$ cat config.mk
export PLATFORM = sky130hd
export DESIGN_NAME = selective_repeat_sender_window_core
export DESIGN_NICKNAME = d
export VERILOG_FILES = /design/src/sv/srsw_pkg.sv /design/src/sv/selective_repeat_sender_window_core.sv /design/src/sv/srsw_ctrl.sv /design/src/sv/srsw_dpath.sv
export SDC_FILE = /design/constraint.sdc
export NUM_CORES = 1
export LEC_CHECK = 0
export ABC_CLOCK_PERIOD_IN_PS = 4100
export BUFFER_PORTS_ARGS = -buffer_cell sky130_fd_sc_hd__buf_2
export CORE_ASPECT_RATIO = 0.9
export CORE_MARGIN = 5
export CORE_UTILIZATION = 55
export DETAILED_ROUTE_END_ITERATION = 12
export PLACE_DENSITY = 0.72
export SKIP_CTS_REPAIR_TIMING = 1
export SYNTH_ARGS = -nofsm -noshare
export SYNTH_HDL_FRONTEND = slang
export SYNTH_SLANG_ARGS = --single-unit
$ cat constraint.sdc
create_clock -name clk -period 4.1 [get_ports clk]
set_input_delay 0.205 -clock clk [delete_from_list [all_inputs] [get_ports clk]]
set_output_delay 0.205 -clock clk [all_outputs]
set_load 0.01 [all_outputs]
$ cat src/sv/srsw_pkg.sv
// Shared constants, slot codes and controller/datapath interface types for the ARQ sender window.
`timescale 1ns / 1ps
`default_nettype none

package srsw_pkg;

  // Sequence space and window size of the sender.
  localparam int SEQ_SPACE = 20;
  localparam int WINDOW    = 10;
  localparam int EFF_WIN   = (WINDOW > SEQ_SPACE) ? SEQ_SPACE : WINDOW;

  // Index and counter widths that follow from the sequence space.
  localparam int SLOT_W = (SEQ_SPACE > 1) ? $clog2(SEQ_SPACE) : 1;
  localparam int CNT_W  = $clog2(SEQ_SPACE + 1);

  // Fixed field widths.
  localparam int SEQ_FIELD_W = 5;
  localparam int TOTAL_W     = 16;
  localparam int TMO_W       = 8;
  localparam int POLL_W      = TMO_W + 1;

  // Register reset values.
  localparam logic [TOTAL_W-1:0] PACKET_TOTAL_RST  = 16'd100;
  localparam logic [TMO_W-1:0]   TIMEOUT_POLLS_RST = 8'd20;

  // Register word indexes on the configuration port.
  localparam logic REG_PACKET_TOTAL  = 1'b0;
  localparam logic REG_TIMEOUT_POLLS = 1'b1;

  typedef enum logic [1:0] {
    ST_FREE,
    ST_OUT,
    ST_RESEND,
    ST_ACKED
  } slot_st_t;

  // Commands from the controller to the datapath.
  typedef struct packed {
    logic load;     // take a new poll
    logic mark;     // mark the acknowledged slot and rewind to the base
    logic rewind;   // point at the base and clear the step counter
    logic slide;    // free the base slot and advance the base
    logic fire;     // record a timeout and clear the poll counter
    logic resend;   // turn an outstanding slot into a resend slot and step on
    logic advance;  // step on to the next window slot
    logic take;     // send the current slot
    logic emit;     // load the output register
  } srsw_cmd_t;

  // Status from the datapath to the controller.
  typedef struct packed {
    logic ack_hit;
    logic slide_go;
    logic fire_due;
    logic resend_go;
    logic scan_go;
    logic scan_hit;
    logic out_free;
  } srsw_stat_t;

endpackage

`default_nettype wire

$ cat src/sv/selective_repeat_sender_window_core.sv
// Top level of the selective-repeat ARQ sender window: stream ports, register port and core.
`timescale 1ns / 1ps
`default_nettype none

// Each input transaction is one poll and gives exactly one output transaction. A poll walks
// the slot status table one entry a cycle through a single read/write port: it marks the
// acknowledged slot when the acknowledgement lands in the window and slides the window over
// acknowledged base slots, turns the outstanding window slots into resend slots when a
// timeout fires, and scans at most WINDOW window slots for a sendable one. The result sits
// in an output register, so the next poll is accepted while it waits to be taken. Writing
// packet_total also reloads the count of packets left; configuration should only be written
// while the block is idle.
module selective_repeat_sender_window_core (
  input  wire logic        clk,
  input  wire logic        rst,
  // Poll stream.
  input  wire logic        s_tvalid,
  output logic             s_tready,
  input  wire logic [7:0]  s_tdata,   // [4:0] ack_seq, [7:5] zero
  input  wire logic        s_tuser,   // [0] ack_valid
  // Send decision stream.
  output logic             m_tvalid,
  input  wire logic        m_tready,
  output logic [23:0]      m_tdata,   // [4:0] send_seq, [5] timeout_fired,
                                      // [21:6] acked_total, [22] all_done, [23] zero
  output logic [1:0]       m_tuser,   // [0] send_valid, [1] is_resend
  // Register port.
  input  wire logic        psel,
  input  wire logic        penable,
  input  wire logic        pwrite,
  input  wire logic [2:0]  paddr,
  input  wire logic [31:0] pwdata,
  output logic [31:0]      prdata,
  output logic             pready
);

  logic [srsw_pkg::TOTAL_W-1:0] packet_total;
  logic [srsw_pkg::TMO_W-1:0]   timeout_polls;
  logic                         wr_en;
  logic                         left_load;

  srsw_pkg::srsw_cmd_t  cmd;
  srsw_pkg::srsw_stat_t stat;

  logic                                send_valid;
  logic [srsw_pkg::SEQ_FIELD_W-1:0]    send_seq;
  logic                                is_resend;
  logic                                timeout_fired;
  logic [srsw_pkg::TOTAL_W-1:0]        acked_total;
  logic                                all_done;

  assign pready    = 1'b1;
  assign wr_en     = psel && penable && pwrite && pready;
  assign left_load = wr_en && (paddr[2] == srsw_pkg::REG_PACKET_TOTAL);

  always_ff @(posedge clk) begin
    if (rst) begin
      packet_total  <= srsw_pkg::PACKET_TOTAL_RST;
      timeout_polls <= srsw_pkg::TIMEOUT_POLLS_RST;
    end else if (wr_en) begin
      unique case (paddr[2])
        srsw_pkg::REG_PACKET_TOTAL:  packet_total  <= pwdata[srsw_pkg::TOTAL_W-1:0];
        srsw_pkg::REG_TIMEOUT_POLLS: timeout_polls <= pwdata[srsw_pkg::TMO_W-1:0];
        default: ;
      endcase
    end
  end

  always_comb begin
    unique case (paddr[2])
      srsw_pkg::REG_PACKET_TOTAL:  prdata = 32'(packet_total);
      srsw_pkg::REG_TIMEOUT_POLLS: prdata = 32'(timeout_polls);
      default:                     prdata = '0;
    endcase
  end

  srsw_ctrl u_ctrl (
    .clk      (clk),
    .rst      (rst),
    .in_valid (s_tvalid),
    .in_ready (s_tready),
    .stat     (stat),
    .cmd      (cmd)
  );

  srsw_dpath u_dpath (
    .clk           (clk),
    .rst           (rst),
    .cmd           (cmd),
    .stat          (stat),
    .ack_valid     (s_tuser),
    .ack_seq       (s_tdata[srsw_pkg::SEQ_FIELD_W-1:0]),
    .left_load     (left_load),
    .left_value    (pwdata[srsw_pkg::TOTAL_W-1:0]),
    .timeout_polls (timeout_polls),
    .out_ready     (m_tready),
    .out_valid     (m_tvalid),
    .send_valid    (send_valid),
    .send_seq      (send_seq),
    .is_resend     (is_resend),
    .timeout_fired (timeout_fired),
    .acked_total   (acked_total),
    .all_done      (all_done)
  );

  assign m_tdata = {1'b0, all_done, acked_total, timeout_fired, send_seq};
  assign m_tuser = {is_resend, send_valid};

endmodule

`default_nettype wire

$ cat src/sv/srsw_ctrl.sv
// Controller state machine that sequences one poll through the window datapath.
`timescale 1ns / 1ps
`default_nettype none

module srsw_ctrl (
  input  wire logic               clk,
  input  wire logic               rst,
  input  wire logic               in_valid,
  output logic                    in_ready,
  input  wire srsw_pkg::srsw_stat_t stat,
  output srsw_pkg::srsw_cmd_t     cmd
);

  typedef enum logic [2:0] {
    S_IDLE,
    S_CHECK,
    S_SLIDE,
    S_TIMEOUT,
    S_RESEND,
    S_SCAN,
    S_DONE
  } state_t;

  state_t state;
  state_t state_next;

  always_comb begin
    cmd        = '0;
    state_next = state;
    in_ready   = (state == S_IDLE);
    unique case (state)
      S_IDLE: begin
        if (in_valid) begin
          cmd.load   = 1'b1;
          state_next = S_CHECK;
        end
      end
      S_CHECK: begin
        if (stat.ack_hit) begin
          cmd.mark   = 1'b1;
          state_next = S_SLIDE;
        end else begin
          cmd.rewind = 1'b1;
          state_next = S_TIMEOUT;
        end
      end
      S_SLIDE: begin
        if (stat.slide_go) begin
          cmd.slide = 1'b1;
        end else begin
          cmd.rewind = 1'b1;
          state_next = S_TIMEOUT;
        end
      end
      S_TIMEOUT: begin
        if (stat.fire_due) begin
          cmd.fire   = 1'b1;
          state_next = S_RESEND;
        end else begin
          state_next = S_SCAN;
        end
      end
      S_RESEND: begin
        if (stat.resend_go) begin
          cmd.resend = 1'b1;
        end else begin
          cmd.rewind = 1'b1;
          state_next = S_SCAN;
        end
      end
      S_SCAN: begin
        if (stat.scan_go && stat.scan_hit) begin
          cmd.take   = 1'b1;
          state_next = S_DONE;
        end else if (stat.scan_go) begin
          cmd.advance = 1'b1;
        end else begin
          state_next = S_DONE;
        end
      end
      S_DONE: begin
        if (stat.out_free) begin
          cmd.emit   = 1'b1;
          state_next = S_IDLE;
        end
      end
      default: begin
        state_next = S_IDLE;
      end
    endcase
  end

  always_ff @(posedge clk) begin
    if (rst) begin
      state <= S_IDLE;
    end else begin
      state <= state_next;
    end
  end

endmodule

`default_nettype wire

$ cat src/sv/srsw_dpath.sv
// Datapath: slot status table, window base, counters and the output register.
`timescale 1ns / 1ps
`default_nettype none

module srsw_dpath (
  input  wire logic                               clk,
  input  wire logic                               rst,
  input  wire srsw_pkg::srsw_cmd_t                cmd,
  output srsw_pkg::srsw_stat_t                    stat,
  input  wire logic                               ack_valid,
  input  wire logic [srsw_pkg::SEQ_FIELD_W-1:0]   ack_seq,
  input  wire logic                               left_load,
  input  wire logic [srsw_pkg::TOTAL_W-1:0]       left_value,
  input  wire logic [srsw_pkg::TMO_W-1:0]         timeout_polls,
  input  wire logic                               out_ready,
  output logic                                    out_valid,
  output logic                                    send_valid,
  output logic [srsw_pkg::SEQ_FIELD_W-1:0]        send_seq,
  output logic                                    is_resend,
  output logic                                    timeout_fired,
  output logic [srsw_pkg::TOTAL_W-1:0]            acked_total,
  output logic                                    all_done
);

  localparam int SW = srsw_pkg::SLOT_W;
  localparam int CW = srsw_pkg::CNT_W;
  localparam int TW = srsw_pkg::TOTAL_W;

  srsw_pkg::slot_st_t slots [srsw_pkg::SEQ_SPACE];

  logic [SW-1:0]                  base;
  logic [SW-1:0]                  idx;
  logic [CW-1:0]                  step;
  logic                           ack_in;
  logic [SW-1:0]                  ack_slot;
  logic [srsw_pkg::POLL_W-1:0]    poll;
  logic [TW-1:0]                  pkt_left;
  logic [TW-1:0]                  acked;
  logic                           fired;
  logic                           res_sv;
  logic [SW-1:0]                  res_seq;
  logic                           res_rs;

  srsw_pkg::slot_st_t slot_rd;
  logic [SW-1:0]      idx_inc;
  logic [SW:0]        off_sum;
  logic [SW:0]        off;

  assign slot_rd = slots[idx];
  assign idx_inc = (idx == SW'(srsw_pkg::SEQ_SPACE - 1)) ? '0 : idx + 1'b1;

  // Distance of the acknowledged slot from the base, modulo the sequence space.
  assign off_sum = {1'b0, ack_slot} + (SW + 1)'(srsw_pkg::SEQ_SPACE) - {1'b0, base};
  assign off     = (off_sum >= (SW + 1)'(srsw_pkg::SEQ_SPACE)) ?
                   off_sum - (SW + 1)'(srsw_pkg::SEQ_SPACE) : off_sum;

  always_comb begin
    stat.ack_hit   = ack_in && (off < (SW + 1)'(srsw_pkg::EFF_WIN));
    stat.slide_go  = (slot_rd == srsw_pkg::ST_ACKED) && (step < CW'(srsw_pkg::SEQ_SPACE));
    stat.fire_due  = poll > {1'b0, timeout_polls};
    stat.resend_go = step < CW'(srsw_pkg::EFF_WIN);
    stat.scan_go   = (step < CW'(srsw_pkg::EFF_WIN)) && (TW'(step) < pkt_left);
    stat.scan_hit  = (slot_rd == srsw_pkg::ST_FREE) || (slot_rd == srsw_pkg::ST_RESEND);
    stat.out_free  = !out_valid || out_ready;
  end

  // Status table: one read and one write a cycle, both at the walking index.
  always_ff @(posedge clk) begin
    if (rst) begin
      for (int i = 0; i < srsw_pkg::SEQ_SPACE; i++) begin
        slots[i] <= srsw_pkg::ST_FREE;
      end
    end else if (cmd.mark) begin
      slots[idx] <= srsw_pkg::ST_ACKED;
    end else if (cmd.slide) begin
      slots[idx] <= srsw_pkg::ST_FREE;
    end else if (cmd.resend && (slot_rd == srsw_pkg::ST_OUT)) begin
      slots[idx] <= srsw_pkg::ST_RESEND;
    end else if (cmd.take) begin
      slots[idx] <= srsw_pkg::ST_OUT;
    end
  end

  always_ff @(posedge clk) begin
    if (rst) begin
      base     <= '0;
      idx      <= '0;
      step     <= '0;
      ack_in   <= 1'b0;
      poll     <= '0;
      pkt_left <= srsw_pkg::PACKET_TOTAL_RST;
      acked    <= '0;
      fired    <= 1'b0;
      res_sv   <= 1'b0;
      res_rs   <= 1'b0;
      out_valid <= 1'b0;
    end else begin
      if (left_load) begin
        pkt_left <= left_value;
      end
      if (cmd.load) begin
        // An acknowledgement counts only when it names a slot of the sequence space.
        ack_in   <= ack_valid && (int'(ack_seq) < srsw_pkg::SEQ_SPACE);
        ack_slot <= SW'(ack_seq);
        idx      <= SW'(ack_seq);
        poll     <= poll + 1'b1;
        fired    <= 1'b0;
        res_sv   <= 1'b0;
        res_rs   <= 1'b0;
        res_seq  <= '0;
      end
      if (cmd.mark || cmd.rewind) begin
        idx  <= (cmd.mark) ? base : base;
        step <= '0;
      end
      if (cmd.slide) begin
        base <= idx_inc;
        idx  <= idx_inc;
        step <= step + 1'b1;
        poll <= '0;
        if (acked != '1) begin
          acked <= acked + 1'b1;
        end
        if (pkt_left != '0) begin
          pkt_left <= pkt_left - 1'b1;
        end
      end
      if (cmd.fire) begin
        fired <= 1'b1;
        poll  <= '0;
      end
      if (cmd.resend || cmd.advance) begin
        idx  <= idx_inc;
        step <= step + 1'b1;
      end
      if (cmd.take) begin
        res_sv  <= 1'b1;
        res_seq <= idx;
        res_rs  <= (slot_rd == srsw_pkg::ST_RESEND);
      end
      if (cmd.emit) begin
        out_valid <= 1'b1;
      end else if (out_ready) begin
        out_valid <= 1'b0;
      end
    end
  end

  // Output register payload.
  always_ff @(posedge clk) begin
    if (cmd.emit) begin
      send_valid    <= res_sv;
      send_seq      <= srsw_pkg::SEQ_FIELD_W'(res_seq);
      is_resend     <= res_rs;
      timeout_fired <= fired;
      acked_total   <= acked;
      all_done      <= (pkt_left == '0);
    end
  end

endmodule

`default_nettype wire
==> results.md <==
| Quantity | This run |
| --- | --- |
| # IOs | 112 |
| Status | complete, no violations |
| Critical Path, Cell by Cell | inv_1, ha_1, ha_1, fa_2, xor2_1, inv_1, ha_1, o2bb2ai_1, or2_2, a32oi_2, nor4b_2, buf_4, buf_4, a2111o_1, nand2_1, nor3_1 |
| Type of the most critical hold path | input pin to register |
| Filler-free cell count of the finished design | 1,302 |
| Most used flip-flop cell after synthesis | sky130_fd_sc_hd__edfxtp_1 |
| Yosys reg bits | 192 |
| Cell mode on critical path | sky130_fd_sc_hd__ha_1 |
| Share of the synthesized area in the top cell type | 30.2% |
| Final design utilization | 63.5% |
| Number of unique standard cell types used by synthesis | 85 |
| Detailed-router iteration count before antenna repair | 5 |
| Critical path peak fanout | 6 |
| Mean post-synth cell area | 9.96 sq um |
| Reg-to-reg endpoint | u_dpath.slots[15][0]$_SDFFCE_PN0P_ |
| Depth of the CTS H-tree | 4 |
| Routability congestion estimate | 0.852 |
| Crit-path slowest cell | sky130_fd_sc_hd__a2111o_1 |
| Core area | 17,600 sq um |
| Hold Path End | packet_total[12]$_SDFFE_PP0P_ |
| Antenna fix cells | 0 |
| Final HPWL from detailed placement | 15.7 mm |
| Grt total ovfl | 0 |
| Antenna-violating nets left | 0 |
| CTS tree | yes |
| LEAKAGE | 3.90 nW |
| Max cap viols | 0 |
| Top cell type by total area after synthesis | sky130_fd_sc_hd__edfxtp_1 |
| P&R area growth vs syn | 13.7% |
| R2R Setup Slk | 0.16 ns |
| Period Utilization, post-route | 96.1% |
| Pwr Density | 514 nW/um^2 |
| Tightest slew margin relative to the limit | 46.1% |
| Clock root buffer master | sky130_fd_sc_hd__clkbuf_16 |
| Routed wire length | 23.0 mm |
| Worst ir drop on vdd | 0.000332 V |
| Yosys warning count | 0 |
| Total negative slack | 0 ns |
| Die Y | 137 um |
| Post-placement cell area | 10,300 sq um |
| Clk pin slew, worst setup/hold paths | 0.07 ns |
| Fmax | 254 MHz |
| Portion of the post-synthesis area used by sequential elements | 49.1% |
| Largest cells by area after synthesis | sky130_fd_sc_hd__edfxtp_1 30%, sky130_fd_sc_hd__dfxtp_1 19%, sky130_fd_sc_hd__nand2_1 4.4% |
| Fraction of layout instances using a drive strength above 1 | 19.3% |
| Number of stages on the worst hold path | 3 |
| Most frequent cells in the layout | 115 x sky130_fd_sc_hd__nand2_1, 99 x sky130_fd_sc_hd__edfxtp_1, 92 x sky130_fd_sc_hd__dfxtp_1 |
| Clk buf depth | 2 |
| Worst endpoint required time | 4.25 ns |
| Critical path type | register to register |
| Final nets | 1,132 |
| Final critical path time including I/O delays and setup | 3.94 ns |
| Launching element type of the critical path | register |
| Post-route worst hold slack | 0.0157 ns |
| # DRC | 0 |
| RSZ-0062 raised after global routing | yes |
| Post-synth EDFFs | 99 |
| Setup clock skew after layout | 0.0136 ns |
| Post-synthesis instance area | 9840 sq um |
| Starting DRT DRC Count | 660 |
| Overall track demand over capacity in global routing | 22.3% |
| Ys async rst share | 0% |
| Number of buffers created by CTS | 17 |
| Clock sink count | 192 |
| Data arrival time of the critical path | 4.09 ns |
| CP endpoint kind | register |
| Setup violators final | 0 |
| Post-Syn Instances | 988 |
| Number of max-slew violations in the final report | 0 |
| Cell count after placement | 1,256 |
| Reg2reg path depth | 16 |
| Number of antenna violations at the first check in global routing | 0 |
| Post-route standard cell area excluding fillers | 11,200 sq um |
| Reg-to-reg startpoint | u_dpath.base[1]$_SDFFE_PP0P_ |
| Die area | 20,700 sq um |
| Die Width | 151 um |
| Largest net degree at the start of global routing | 73 |
| Worst path max stage delay | 0.51 ns |
| Starting density of the core | 55.9% |
| Global-route wire length before repair | 36.0 mm |
| Wire length per cell | 17.7 um |
| HP Start | pwdata[12] |
| Port Buffers | 72 |
| Worst-skew pair later-pin latency | 0.44 ns |
| Worst Max-Slew Pin Slew | 0.807 ns |
| Number of global-route vias before repair | 6,965 |
| Final hold violations | 0 |
| Most common library cell in the layout ignoring fill and taps | sky130_fd_sc_hd__nand2_1 |
| Avg Vias per Cell | 5.87 |
| Floorplan row count | 46 |
| Via count | 7,645 |
==> layer usage <==
layer | part of all wire (%) | wire [um] | GRT usage, % | vias to the layer above
li1 | - | - | - | 3678
met1 | 45 | 10300 | 31.5 | 3651
met2 | 47 | 10800 | 34.7 | 283
met3 | 7.1 | 1630 | 5.30 | 33
met4 | 1.6 | 358 | 5.84 | 0
met5 | 0 | 0 | 0 | -
==> cells in the mapped netlist, types with 17 or more instances <==
master,n
sky130_fd_sc_hd__nand2_1,115
sky130_fd_sc_hd__edfxtp_1,99
sky130_fd_sc_hd__dfxtp_1,93
sky130_fd_sc_hd__nor2_1,72
sky130_fd_sc_hd__nor3_1,59
sky130_fd_sc_hd__a21oi_1,51
sky130_fd_sc_hd__mux2i_1,40
sky130_fd_sc_hd__inv_1,37
sky130_fd_sc_hd__o21ai_0,34
sky130_fd_sc_hd__ha_1,31
sky130_fd_sc_hd__buf_4,27
sky130_fd_sc_hd__clkbuf_1,26
sky130_fd_sc_hd__nand3_1,26
sky130_fd_sc_hd__nor4_1,26
sky130_fd_sc_hd__nor2b_1,17
==> registers in the layout, indices dropped and copies added, names as in the netlist, named ones only <==
register               flops
u_dpath.send_valid         1
u_dpath.acked             16
u_dpath.send_seq           5
u_dpath.ack_in             1
u_dpath.timeout_fired      1
u_dpath.res_seq            5
u_dpath.slots             64
u_dpath.ack_slot           5
u_dpath.pkt_left          16
timeout_polls              8
packet_total              16
u_dpath.is_resend          1
u_dpath.all_done           1
u_dpath.res_rs             1
u_dpath.out_valid          1
u_dpath.fired              1
u_dpath.step               5
u_dpath.idx                5
u_dpath.base               5
u_dpath.res_sv             1
u_dpath.acked_total       16
u_ctrl.state               3
u_dpath.poll               9
==> area by class of cell <==
cell class | count | area (sq um)
clock buffers | 18 | 429
clock inverters | 14 | 179
fillers | 1443 | 6430
inverters | 39 | 146
multi-input cells | 695 | 4630
flip-flops and latches | 192 | 4840
well taps | 240 | 300
repair buffers | 104 | 659
==> worst max path at each step <==
| stage | slack, ns | to | startpoint |
|---|---|---|---|
| after floorplan | 0.40 | u_dpath.slots[19][0]$_SDFFCE_PN0P_ | u_dpath.ack_slot[1]$_DFFE_PP_ |
| after global placement | 0.07 | u_dpath.slots[25][1]$_DFFE_PP_ | u_dpath.base[1]$_SDFFE_PP0P_ |
| after detailed placement | -0.04 | u_dpath.slots[23][1]$_DFFE_PP_ | u_dpath.ack_slot[1]$_DFFE_PP_ |
| after CTS | -0.1 | u_dpath.slots[23][1]$_DFFE_PP_ | u_dpath.base[1]$_SDFFE_PP0P_ |
| after global routing | -0.06 | u_dpath.slots[15][0]$_SDFFCE_PN0P_ | u_dpath.base[1]$_SDFFE_PP0P_ |
| final | 0.16 | u_dpath.slots[15][0]$_SDFFCE_PN0P_ | u_dpath.base[1]$_SDFFE_PP0P_ |
==> kinds of logic (layout without fill, tap and decap cells) <==
group	Yosys count	after routing	share of synthesized area, %
muxes	54	54	5.67
xor gates and xnor gates	25	25	2.23
adders and majority gates	32	32	4.15
DFF	192	192	49.1
and+or+nand+nor	393	393	20.2
AOI/OAI and AO/OA	173	173	12.3
buffers and inverters	117	175	6.19
other	2	18	0.0763
==> metrics by stage <==
stage                     power [mW]  setup WS (ns)
after floorplan                 3.53          0.397
after global placement          3.90         0.0731
after detailed placement        3.93        -0.0374
after CTS                       5.63        -0.0953
after global routing            6.02        -0.0579
final                           5.75          0.160
==> worst max-delay path: cells and delay by family, from the launching register on <==
family          cells  cell delay, ns
xor+xnor            1            0.20
buf+inv             4            0.44
fa+ha+maj           4            1.08
flops               1            0.35
simple gates        4            0.64
compound gates      3            0.91
==> where the power goes <==
group	switching [mW]	internal (mW)
Sequential	0.166	2.13
Combinational	1.14	0.596
Clock	0.743	0.972
(Power assumes the default switching activity.)
